## config.mk

```make
export PLATFORM = sky130hd
export DESIGN_NAME = hyperplane_distance_min_scan
export DESIGN_NICKNAME = d
export VERILOG_FILES = /design/src/hdms_pkg.sv /design/src/hdms_ctrl.sv /design/src/hdms_dp.sv /design/src/hyperplane_distance_min_scan.sv
export SDC_FILE = /design/constraint.sdc
export NUM_CORES = 2
export LEC_CHECK = 0
export BUFFER_PORTS_ARGS = -buffer_cell sky130_fd_sc_hd__buf_2
export CORE_MARGIN = 2
export CORE_UTILIZATION = 60
export CTS_BUF_LIST = sky130_fd_sc_hd__clkbuf_2
export DETAILED_ROUTE_END_ITERATION = 8
export PLACE_DENSITY = 0.76
export SYNTH_ARGS = -nofsm -noshare
export SYNTH_HDL_FRONTEND = slang
export SYNTH_SLANG_ARGS = --single-unit
export TNS_END_PERCENT = 50
```

## constraint.sdc

```tcl
create_clock -name aclk -period 8.2 [get_ports aclk]
set_input_delay 1.64 -clock aclk [delete_from_list [all_inputs] [get_ports aclk]]
set_output_delay 1.64 -clock aclk [all_outputs]
set_load 0.02 [all_outputs]
```

## src/hdms_pkg.sv

```systemverilog
package hdms_pkg;

    localparam int DIST_W     = 24;
    localparam int ACC_W      = 40;
    localparam int COEF_W     = 16;
    localparam int IDX_W      = 7;
    localparam int DIM_W      = 7;
    localparam int SQ_W       = 56;  // radicand: norm squared shifted up by 16
    localparam int ROOT_W     = 28;
    localparam int MAG_W      = 40;
    localparam int REM_W      = 52;  // root shifted up by the quotient width
    localparam int SQRT_STEPS = 28;
    localparam int DIV_STEPS  = 24;
    localparam int STEP_W     = 5;

    localparam logic [DIST_W-1:0] DIST_MAX = '1;

    localparam logic REQ_COEF  = 1'b0;
    localparam logic REQ_COORD = 1'b1;

    typedef enum logic [7:0] {
        ST_IDLE = 8'b0000_0001,
        ST_MUL  = 8'b0000_0010,
        ST_ACC  = 8'b0000_0100,
        ST_BRD  = 8'b0000_1000,
        ST_SQRT = 8'b0001_0000,
        ST_DIVI = 8'b0010_0000,
        ST_DIV  = 8'b0100_0000,
        ST_OUT  = 8'b1000_0000
    } state_t;

    typedef struct packed {
        logic load_coef;
        logic take_coord;
        logic mul;
        logic acc;
        logic b_read;
        logic sqrt_step;
        logic div_init;
        logic div_step;
        logic emit;
    } cmd_t;

    typedef struct packed {
        logic finish;
        logic sqrt_last;
        logic div_last;
        logic out_free;
    } status_t;

endpackage

```

## src/hdms_ctrl.sv

```systemverilog
module hdms_ctrl (
    input  logic              aclk,
    input  logic              aresetn,
    input  logic              s_tvalid,
    input  logic              req_type,
    output logic              s_tready,
    input  hdms_pkg::status_t status,
    output hdms_pkg::cmd_t    cmd
);

    hdms_pkg::state_t state_reg, state_next;

    always_ff @(posedge aclk) begin
        if (!aresetn) begin
            state_reg <= hdms_pkg::ST_IDLE;
        end else begin
            state_reg <= state_next;
        end
    end

    assign s_tready = (state_reg == hdms_pkg::ST_IDLE);

    always_comb begin
        state_next = state_reg;
        cmd        = '0;
        case (state_reg)
            hdms_pkg::ST_IDLE: begin
                if (s_tvalid) begin
                    if (req_type == hdms_pkg::REQ_COORD) begin
                        cmd.take_coord = 1'b1;
                        state_next     = hdms_pkg::ST_MUL;
                    end else begin
                        cmd.load_coef = 1'b1;
                    end
                end
            end
            hdms_pkg::ST_MUL: begin
                cmd.mul    = 1'b1;
                state_next = hdms_pkg::ST_ACC;
            end
            hdms_pkg::ST_ACC: begin
                cmd.acc    = 1'b1;
                state_next = status.finish ? hdms_pkg::ST_BRD : hdms_pkg::ST_IDLE;
            end
            hdms_pkg::ST_BRD: begin
                cmd.b_read = 1'b1;
                state_next = hdms_pkg::ST_SQRT;
            end
            hdms_pkg::ST_SQRT: begin
                cmd.sqrt_step = 1'b1;
                if (status.sqrt_last) begin
                    state_next = hdms_pkg::ST_DIVI;
                end
            end
            hdms_pkg::ST_DIVI: begin
                cmd.div_init = 1'b1;
                state_next   = hdms_pkg::ST_DIV;
            end
            hdms_pkg::ST_DIV: begin
                cmd.div_step = 1'b1;
                if (status.div_last) begin
                    state_next = hdms_pkg::ST_OUT;
                end
            end
            hdms_pkg::ST_OUT: begin
                if (status.out_free) begin
                    cmd.emit   = 1'b1;
                    state_next = hdms_pkg::ST_IDLE;
                end
            end
            default: begin
                state_next = hdms_pkg::ST_IDLE;
            end
        endcase
    end

endmodule

```

## src/hdms_dp.sv

```systemverilog
module hdms_dp #(
    parameter int MAX_DIM = 64
) (
    input  logic                          aclk,
    input  logic                          aresetn,
    input  logic                          cfg_wr_en,
    input  logic [hdms_pkg::DIM_W-1:0]    cfg_wr_data,
    input  logic [hdms_pkg::IDX_W-1:0]    coef_index,
    input  logic signed [hdms_pkg::COEF_W-1:0] value,
    input  logic                          last_point,
    input  hdms_pkg::cmd_t                cmd,
    output hdms_pkg::status_t             status,
    output logic                          m_tvalid,
    input  logic                          m_tready,
    output logic [hdms_pkg::DIST_W-1:0]   point_distance,
    output logic [hdms_pkg::DIST_W-1:0]   min_distance,
    output logic                          set_done
);

    localparam int AW = $clog2(MAX_DIM + 1);
    localparam int ACC_W = hdms_pkg::ACC_W;

    logic signed [hdms_pkg::COEF_W-1:0] coef_mem [MAX_DIM+1];
    logic signed [hdms_pkg::COEF_W-1:0] rd_data_reg;
    logic signed [hdms_pkg::COEF_W-1:0] v_reg;
    logic                               last_reg;
    logic [hdms_pkg::DIM_W-1:0]         dim_reg;
    logic [AW-1:0]                      dim_use;
    logic [AW-1:0]                      count_reg;
    logic [AW-1:0]                      count_inc;
    logic [AW-1:0]                      rd_addr;

    logic signed [31:0]      prod_dot_reg;
    logic signed [31:0]      prod_sq_reg;
    logic signed [ACC_W-1:0] dot_reg;
    logic [ACC_W-1:0]        norm_reg;
    logic signed [ACC_W:0]   dot_sum;
    logic [ACC_W:0]          norm_sum;

    logic signed [ACC_W:0]          ip_reg;
    logic [hdms_pkg::MAG_W-1:0]     mag;
    logic [hdms_pkg::SQ_W-1:0]      x_reg, r_reg, bit_reg, rb;
    logic [hdms_pkg::REM_W-1:0]     rem_reg, dsh_reg, num_ext, den_top;
    logic [hdms_pkg::DIST_W-1:0]    quo_reg;
    logic                           sat_reg;
    logic                           zero_reg;
    logic [hdms_pkg::STEP_W-1:0]    step_reg;
    logic [hdms_pkg::DIST_W-1:0]    dist_val;
    logic [hdms_pkg::DIST_W-1:0]    new_min;
    logic [hdms_pkg::DIST_W-1:0]    run_min_reg;
    logic                           min_valid_reg;
    logic                           m_valid_reg;
    logic [hdms_pkg::DIST_W-1:0]    pd_reg, md_reg;
    logic                           done_reg;

    // clamp the dimension to 1..MAX_DIM
    always_comb begin
        if (dim_reg == '0) begin
            dim_use = AW'(1);
        end else if (32'(dim_reg) > MAX_DIM) begin
            dim_use = AW'(MAX_DIM);
        end else begin
            dim_use = AW'(dim_reg);
        end
    end

    assign count_inc = count_reg + AW'(1);
    assign rd_addr   = cmd.b_read ? dim_use : count_reg;

    always_ff @(posedge aclk) begin
        if (!aresetn) begin
            dim_reg <= hdms_pkg::DIM_W'(1);
        end else if (cfg_wr_en) begin
            dim_reg <= cfg_wr_data;
        end
    end

    always_ff @(posedge aclk) begin
        if (cmd.load_coef && (32'(coef_index) <= MAX_DIM)) begin
            coef_mem[AW'(coef_index)] <= value;
        end
        if (cmd.take_coord || cmd.b_read) begin
            rd_data_reg <= coef_mem[rd_addr];
        end
    end

    always_ff @(posedge aclk) begin
        if (cmd.take_coord) begin
            v_reg    <= value;
            last_reg <= last_point;
        end
        if (cmd.mul) begin
            prod_dot_reg <= 32'(rd_data_reg) * 32'(v_reg);
            prod_sq_reg  <= 32'(rd_data_reg) * 32'(rd_data_reg);
        end
    end

    assign dot_sum  = (ACC_W+1)'(dot_reg) + (ACC_W+1)'(prod_dot_reg);
    assign norm_sum = {1'b0, norm_reg} + (ACC_W+1)'(unsigned'(prod_sq_reg));

    always_ff @(posedge aclk) begin
        if (!aresetn) begin
            dot_reg   <= '0;
            norm_reg  <= '0;
            count_reg <= '0;
        end else if (cmd.acc) begin
            if (dot_sum[ACC_W] != dot_sum[ACC_W-1]) begin
                dot_reg <= dot_sum[ACC_W] ? {1'b1, {(ACC_W-1){1'b0}}}
                                          : {1'b0, {(ACC_W-1){1'b1}}};
            end else begin
                dot_reg <= dot_sum[ACC_W-1:0];
            end
            norm_reg  <= norm_sum[ACC_W] ? '1 : norm_sum[ACC_W-1:0];
            count_reg <= count_inc;
        end else if (cmd.emit) begin
            dot_reg   <= '0;
            norm_reg  <= '0;
            count_reg <= '0;
        end
    end

    // square root, one result bit per step
    assign rb = r_reg + bit_reg;
    assign mag = ip_reg[ACC_W] ? hdms_pkg::MAG_W'(-ip_reg) : hdms_pkg::MAG_W'(ip_reg);
    assign num_ext = {2'b00, mag, 10'b0};
    assign den_top = {r_reg[hdms_pkg::ROOT_W-1:0], 24'b0};

    always_ff @(posedge aclk) begin
        if (cmd.b_read) begin
            x_reg    <= {norm_reg, 16'b0};
            r_reg    <= '0;
            bit_reg  <= hdms_pkg::SQ_W'(1) << (hdms_pkg::SQ_W - 2);
            step_reg <= '0;
            zero_reg <= (norm_reg == '0);
        end else if (cmd.sqrt_step) begin
            ip_reg <= (ACC_W+1)'(dot_reg) + ((ACC_W+1)'(rd_data_reg) <<< 14);
            if (x_reg >= rb) begin
                x_reg <= x_reg - rb;
                r_reg <= (r_reg >> 1) + bit_reg;
            end else begin
                r_reg <= r_reg >> 1;
            end
            bit_reg  <= bit_reg >> 2;
            step_reg <= step_reg + hdms_pkg::STEP_W'(1);
        end else if (cmd.div_init) begin
            rem_reg  <= num_ext;
            dsh_reg  <= hdms_pkg::REM_W'(r_reg[hdms_pkg::ROOT_W-1:0]) << 23;
            sat_reg  <= (num_ext >= den_top);
            quo_reg  <= '0;
            step_reg <= '0;
        end else if (cmd.div_step) begin
            if (rem_reg >= dsh_reg) begin
                rem_reg <= rem_reg - dsh_reg;
                quo_reg <= {quo_reg[hdms_pkg::DIST_W-2:0], 1'b1};
            end else begin
                quo_reg <= {quo_reg[hdms_pkg::DIST_W-2:0], 1'b0};
            end
            dsh_reg  <= dsh_reg >> 1;
            step_reg <= step_reg + hdms_pkg::STEP_W'(1);
        end
    end

    assign status = '{
        finish:    (count_inc >= dim_use),
        sqrt_last: (step_reg == hdms_pkg::STEP_W'(hdms_pkg::SQRT_STEPS - 1)),
        div_last:  (step_reg == hdms_pkg::STEP_W'(hdms_pkg::DIV_STEPS - 1)),
        out_free:  (!m_valid_reg || m_tready)
    };

    assign dist_val = (zero_reg || sat_reg) ? hdms_pkg::DIST_MAX : quo_reg;
    assign new_min  = (!min_valid_reg || dist_val < run_min_reg) ? dist_val : run_min_reg;

    always_ff @(posedge aclk) begin
        if (!aresetn) begin
            run_min_reg   <= hdms_pkg::DIST_MAX;
            min_valid_reg <= 1'b0;
            m_valid_reg   <= 1'b0;
        end else begin
            if (cmd.emit) begin
                m_valid_reg <= 1'b1;
                pd_reg      <= dist_val;
                md_reg      <= new_min;
                done_reg    <= last_reg;
                if (last_reg) begin
                    run_min_reg   <= hdms_pkg::DIST_MAX;
                    min_valid_reg <= 1'b0;
                end else begin
                    run_min_reg   <= new_min;
                    min_valid_reg <= 1'b1;
                end
            end else if (m_tready) begin
                m_valid_reg <= 1'b0;
            end
        end
    end

    assign m_tvalid       = m_valid_reg;
    assign point_distance = pd_reg;
    assign min_distance   = md_reg;
    assign set_done       = done_reg;

endmodule

```

## src/hyperplane_distance_min_scan.sv

```systemverilog
// Channel  | Ports                          | Contents
// ---------+--------------------------------+--------------------------------------------
// input    | s_tvalid/s_tready/s_tdata/...  | tdata: coef_index, value; tuser: req_type;
//          |                                | tlast: last_point
// result   | m_tvalid/m_tready/m_tdata/...  | tdata: point_distance, min_distance;
//          |                                | tlast: set_done
// config   | cfg_wr_en/cfg_wr_data          | dimension
//
// A coefficient load is written in the idle state. A coordinate passes read, multiply and
// accumulate; the coordinate that finishes a point then passes coefficient
// read, 28 steps of the bit-serial square root, divider setup, 24 steps of the
// restoring divider and the output load. The root and the divider share one step counter.
// Reset (aresetn low, synchronous) clears accumulators, count, minimum and dimension 1.
// A stalled result holds in the output register while the next items are taken.
module hyperplane_distance_min_scan #(
    parameter int MAX_DIM = 64
) (
    input  logic        aclk,
    input  logic        aresetn,
    input  logic        cfg_wr_en,
    input  logic [6:0]  cfg_wr_data,   // dimension
    input  logic        s_tvalid,
    output logic        s_tready,
    input  logic [23:0] s_tdata,       // [6:0] coef_index, [22:7] value, [23] unused
    input  logic [0:0]  s_tuser,       // [0] req_type
    input  logic        s_tlast,       // last_point
    output logic        m_tvalid,
    input  logic        m_tready,
    output logic [47:0] m_tdata,       // [23:0] point_distance, [47:24] min_distance
    output logic        m_tlast        // set_done
);

    hdms_pkg::cmd_t    cmd;
    hdms_pkg::status_t status;

    // sequencer: walks each coordinate through multiply and accumulate, the last of a point through root and divide
    hdms_ctrl u_ctrl (
        .aclk     (aclk),
        .aresetn  (aresetn),
        .s_tvalid (s_tvalid),
        .req_type (s_tuser[0]),
        .s_tready (s_tready),
        .status   (status),
        .cmd      (cmd)
    );

    // coefficient memory, accumulators, root/divide units and output register
    hdms_dp #(
        .MAX_DIM (MAX_DIM)
    ) u_dp (
        .aclk           (aclk),
        .aresetn        (aresetn),
        .cfg_wr_en      (cfg_wr_en),
        .cfg_wr_data    (cfg_wr_data),
        .coef_index     (s_tdata[6:0]),
        .value          (s_tdata[22:7]),
        .last_point     (s_tlast),
        .cmd            (cmd),
        .status         (status),
        .m_tvalid       (m_tvalid),
        .m_tready       (m_tready),
        .point_distance (m_tdata[23:0]),
        .min_distance   (m_tdata[47:24]),
        .set_done       (m_tlast)
    );

endmodule

```

Word level (Yosys, flattened, before mapping)
Memory sizes are Yosys's and may differ from the RTL's. A register that Yosys moved wholly into a read port is not among the register bits.
Cells that the tools add are included.
Operators by class
  add/subtract/negate cells: 10
  multipliers: 2
  order comparisons: 7
  equality and inequality tests: 16
  multiplexer cells: 53
  bitwise logic cells: 2
  reductions and logical operators: 24
Operators by type and width (number)
  40-bit 2-to-1 mux: 7
  56-bit 2-to-1 mux: 4
  52-bit 2-to-1 mux: 2
  51-bit 2-to-1 mux: 2
  24-bit 2-to-1 mux: 4
  40-bit by 32-bit adder with 41-bit output: 2
  16-bit by 16-bit multiplier with 32-bit output: 2
  8-bit case mux with 8 select lines: 1
  55-bit by 55-bit adder with 56-bit output: 1
  56-bit by 55-bit adder with 56-bit output: 1
  56-bit >= comparator: 1
  56-bit subtractor: 1
  50-bit by 52-bit >= comparator with 1-bit output: 1
  52-bit by 51-bit >= comparator with 1-bit output: 1
  52-bit by 51-bit subtractor with 52-bit output: 1
  50-bit 2-to-1 mux: 1
  40-bit by 30-bit adder with 41-bit output: 1
  40-bit zero test: 1
  8-bit 2-to-1 mux: 5
  40-bit negator: 1
  7-bit 2-to-1 mux: 5
  24-bit less-than comparator: 1
  1-bit 2-to-1 mux: 16
  5-bit 2-to-1 mux: 3
  30 further kinds: 49
Storage, ports and cells
  register bits: 573
  bits in writable memories: 1040
  input bits: 38
  memories kept: 1
Memories
  u_dp.coef_mem: words 65, width 16, rd ports 1, clocked after memory_dff 1, write ports 1, RTL line hdms_dp.sv:23  | logic signed [hdms_pkg::COEF_W-1:0] coef_mem [MAX_DIM+1];

Longest topological paths before layout
  depth after elaboration: 6
  mapped depth: 27
  mapped depth without buffers: 26

Cells and area by module
A second synthesis with hierarchy kept.
Second synthesis, totals
  cells, all modules: 8172
  area total of the unflattened synthesis: 97098.1 um^2
Modules (own cells, without submodules)
  hdms_dp: instances 1, cells each 8109, area each 96517.6 um^2, seq. area each 46394.5 um^2
  hdms_ctrl: instances 1, cells each 63, area each 580.6 um^2, seq. area each 160.2 um^2

Worst setup path after synthesis
OpenSTA, ideal clock, no wires.
  path type: flip-flop to flip-flop
  from: register u_dp.dsh_reg[0] (netlist name)
  to: register u_dp.rem_reg[0] (netlist name) (enable)
  library setup time: 0.534 ns
  data arrival time: 6.554 ns
  path slack: 1.113 ns
  cell stages (with the launch flop): 14
  clock period less this slack: 7.087 ns
  cells stage by stage: edfxtp_1 > ha_1 > fa_1 > nor2b_1 > o31ai_1 > a21oi_1 > o21ai_1 > o21ai_0 > a21oi_1 > o21ai_0 > a31oi_1 > o21ai_0 > a31oi_1 > o21ai_0
On the way
  longest elaborated chain between the ends: 3
Ends and longest elaborated chain
  start: declaration: RTL line hdms_dp.sv:43  | logic [hdms_pkg::REM_W-1:0] rem_reg, dsh_reg, num_ext, den_top;
  start signal: assignment: RTL line hdms_dp.sv:147  | dsh_reg <= hdms_pkg::REM_W'(r_reg[hdms_pkg::ROOT_W-1:0]) << 23;
  start signal: assignment: RTL line hdms_dp.sv:158  | dsh_reg <= dsh_reg >> 1;
  52-bit by 51-bit >= comparator with 1-bit output: RTL line hdms_dp.sv:152  | if (rem_reg >= dsh_reg) begin
  2-bit nonzero test (no source line)
  4-bit AND reduction (no source line)
  end signal: assignment: RTL line hdms_dp.sv:146  | rem_reg <= num_ext;
  end signal: assignment: RTL line hdms_dp.sv:153  | rem_reg <= rem_reg - dsh_reg;
  end: declaration: RTL line hdms_dp.sv:43
No other way between the ends.
A chain may end at the register's enable or synchronous reset.

Final worst setup path
  from: register u_dp.rd_data_reg[9] (netlist name) (read register of u_dp.coef_mem)
  to: register u_dp.prod_dot_reg[31] (data pin)
On the way
  longest elaborated chain between the ends: 1
Ends and longest elaborated chain
  start: declaration: RTL line hdms_dp.sv:24  | logic signed [hdms_pkg::COEF_W-1:0] rd_data_reg;
  16-bit by 16-bit multiplier with 32-bit output: RTL line hdms_dp.sv:93  | prod_dot_reg <= 32'(rd_data_reg) * 32'(v_reg);
  end signal: assignment: RTL line hdms_dp.sv:93
  end: declaration: RTL line hdms_dp.sv:33  | logic signed [31:0] prod_dot_reg;
No other way between the ends.

==> flow_metrics.tcl <==
set metrics [dict create \
    drt_iter0_markers 6071 \
    core-area_um2 160800 \
    largest_reg_flops 1040 \
    async_reset_ff_share_pct 0 \
    cts.sinks 1628 \
    vias_per_cell 5.979 \
    netlist.area_leader.share_pct 43.07 \
    grtUsageMet2_pct 47.78 \
    cts_htree_levels 5 \
    final_cells 11670 \
    p_leak_nw 42.12 \
    die_area_um2 165300 \
    synthCells 8969 \
    use_met3_pct 4.791 \
    start_util_pct 60.50 \
    maxCapViolCount 0 \
    drc 0 \
    via_count 69776 \
    period_share_pct 91.96 \
    busiest_layer "met2" \
    grt_start_max_net_pins 171 \
    cp.required_ns 9.82 \
    ir_worst_vdd_mv 0.9248 \
    die_x_um 406.6 \
    cts_buffer_depth 4 \
    synth_edf_count 1395 \
    area_growth_pct 6.910 \
    antenna_found_initial 4 \
    cts_root_buf "clkbuf_2" \
    hold_viol 0 \
    finalClockSkew_ns 0.3601 \
    place_inst 10940 \
    worst_setup_path_start_kind "register" \
    dieHeight_um 406.6 \
    synth_flop_cell "edfxtp_1" \
    outcome "finished clean" \
    routed_wl_um 236700 \
    crit_arrival_ns 9.16 \
    power.density_nw_per_um2 319.0 \
    rsz0062_at_grt "no" \
    finalSetupViolCount 0 \
    slew_viol_final 0 \
    cts_buffers 409 \
    use_met1_pct 37.10 \
    hp-class "in2reg" \
    clk_pin_slew_ns 0.12 \
    yosysSeqAreaShare_pct 47.87 \
    yosysTopAreaCell "edfxtp_1" \
    synth_area_per_cell_um2 10.84 \
    drive_gt1_share_pct 10.01 \
    final_antenna_net_count 0 \
    relSlewSlack_pct 15.66 \
    synth.distinct_cells 90 \
    drt-pass1-iter-count 7 \
    cp_max_fo 13 \
    io_buffers 87 \
    cts_tree "yes" \
    crit_path_end_kind "register" \
    finalSetupTns_ns 0 \
    grt_pass1_wl_um 374600 \
    gp_congestion 0.9219 \
    syn_nets 10001 \
    critical_path_class "reg2reg" \
    synth_warnings 0 \
    synth_common_cells "edfxtp_1 (1395), nand2_1 (1133), inv_1 (795), fa_1 (499), ha_1 (495)" \
    clk_latency_ns 1.97 \
    synth.area.top_cells "edfxtp_1 (43%), fa_1 (10%), ha_1 (6.4%), dfxtp_1 (4.8%), nand2_1 (4.4%)" \
    nets 10234 \
    yosysMostFrequentCell "edfxtp_1" \
    worst_slew_pin_slew_ns 1.265 \
    finalCriticalPeriod_ns 7.540 \
    ios 89 \
    rows 147 \
    syn_area_um2 97260 \
    synth-seq-cells 1628 \
    max_freq_mhz 132.6 \
    grt_pass1_vias 70410 \
    gr-total-overflow 0 \
    wl_per_cell_um 20.28 \
    nFillCells 12570 \
    grt_usage_pct 28.82 \
    dp_hpwl_um 158000 \
]
## metal layers
| layer | vias to the layer above | part of all wire (%) |
|---|---|---|
| li1 | 32616 | - |
| met1 | 33877 | 40 |
| met2 | 2711 | 48 |
| met3 | 572 | 7.3 |
| met4 | 0 | 4.5 |
| met5 | - | 0 |
## what timing repair did
action	in CTS	in global routing
endpoints found under the hold margin	36	0
setup endpoints to repair	0	0
hold buffers	11	0
setup buffers	0	0
gates resized for setup	0	0
## critical path, cell delays in order, from the launching register on
cell and delay, ns:
edfxtp_1 0.82, buf_4 0.36, nand2_1 0.10, fa_1 0.48, fa_1 0.52, fa_1 0.53, inv_1 0.06, fa_1 0.49
fa_1 0.50, inv_1 0.05, fa_1 0.47, inv_1 0.04, ha_1 0.33, a21o_1 0.17, a21oi_1 0.29, o31ai_1 0.13
a21oi_1 0.29, o21ai_0 0.33, a221o_1 0.43, nor3_1 0.22, o21bai_1 0.12, a21oi_1 0.23, xnor2_1 0.23
## path summary, 6_finish.rpt
path	from	cells past startpoint	end	slack, ns
setup / recovery	u_dp.rd_data_reg[9]	22	u_dp.prod_dot_reg[31]	0.66
hold / removal	aresetn	2	u_dp.run_min_reg[23]	0.28
setup reg to reg	u_dp.rd_data_reg[9]	22	u_dp.prod_dot_reg[31]	0.66
hold reg to reg	u_dp.x_reg[7]	2	u_dp.x_reg[7]	0.46
## area by class of cell
type / count / area, µm² / share of cell area [%]
Inverter: 801 / 3009 / 2.894
Multi-Input combinational cell: 6089 / 46140 / 44.38
Timing Repair Buffer: 273 / 2022 / 1.945
Sequential cell: 1628 / 46550 / 44.77
Clock inverter: 137 / 648.1 / 0.6233
Antenna cell: 6 / 15.01 / 0.01444
Tap cell: 2160 / 2703 / 2.599
Clock buffer: 576 / 2883 / 2.773
## power by group
part	switching, mW	internal, mW	total, mW
Clock	3.28	2.02	5.29
Combinational	10.3	7.36	17.7
Sequential	0.125	10.1	10.2
## per-stage QoR
stage / power [mW] / hold WS (ns) / instance area, µm² / setup slack, ns / util, %
2_1_floorplan: 23.27 / 0.4362 / 97260 / 1.113 / -
3_3_place_gp: 27.25 / 0.4428 / 100300 / 0.8739 / 62.41
3_5_place_dp: 27.89 / 0.4504 / 100300 / 0.8215 / 62.41
4_1_cts: 33.25 / 0.01180 / 104000 / 0.7528 / 64.67
5_1_grt: 35.77 / 0.09033 / 104000 / 0.3101 / 64.68
6_report: 33.17 / 0.2773 / 104000 / 0.6596 / 64.68
## cell usage in the layout, fill, tap and decap left out, types with 24 or more instances in the layout
| master | instances |
|---|---|
| o22ai_1 | 30 |
| o21ai_0 | 373 |
| fa_1 | 499 |
| and2_1 | 456 |
| edfxtp_1 | 1395 |
| nand3_1 | 96 |
| xnor2_1 | 251 |
| and3_1 | 35 |
| a22o_1 | 34 |
| nand4_1 | 49 |
| o21a_1 | 48 |
| clkinv_1 | 114 |
| buf_4 | 162 |
| clkbuf_2 | 576 |
| a21oi_1 | 459 |
| nor2_1 | 421 |
| a211oi_1 | 411 |
| inv_1 | 793 |
| nor3_1 | 73 |
| nor4_1 | 24 |
| nor2b_1 | 38 |
| o22a_1 | 24 |
| nand2_1 | 1132 |
| a31oi_1 | 209 |
| or3_1 | 36 |
| buf_2 | 87 |
| o31ai_1 | 28 |
| a311oi_1 | 137 |
| xor2_1 | 150 |
| nand2b_1 | 50 |
| dfxtp_1 | 233 |
| ha_1 | 495 |
| a21o_1 | 181 |
| o21bai_1 | 54 |
## kinds of logic after synthesis
group | count (synthesis) | share of synthesized area (%)
and+or+nand+nor | 2487 | 11.92
AOI/OAI and AO/OA | 2190 | 14.93
DFF | 1628 | 47.87
buffers and inverters | 1252 | 4.850
adders and majority gates | 994 | 16.64
xor gates and xnor gates | 402 | 3.628
muxes | 16 | 0.1685
(Power assumes the default switching activity.)
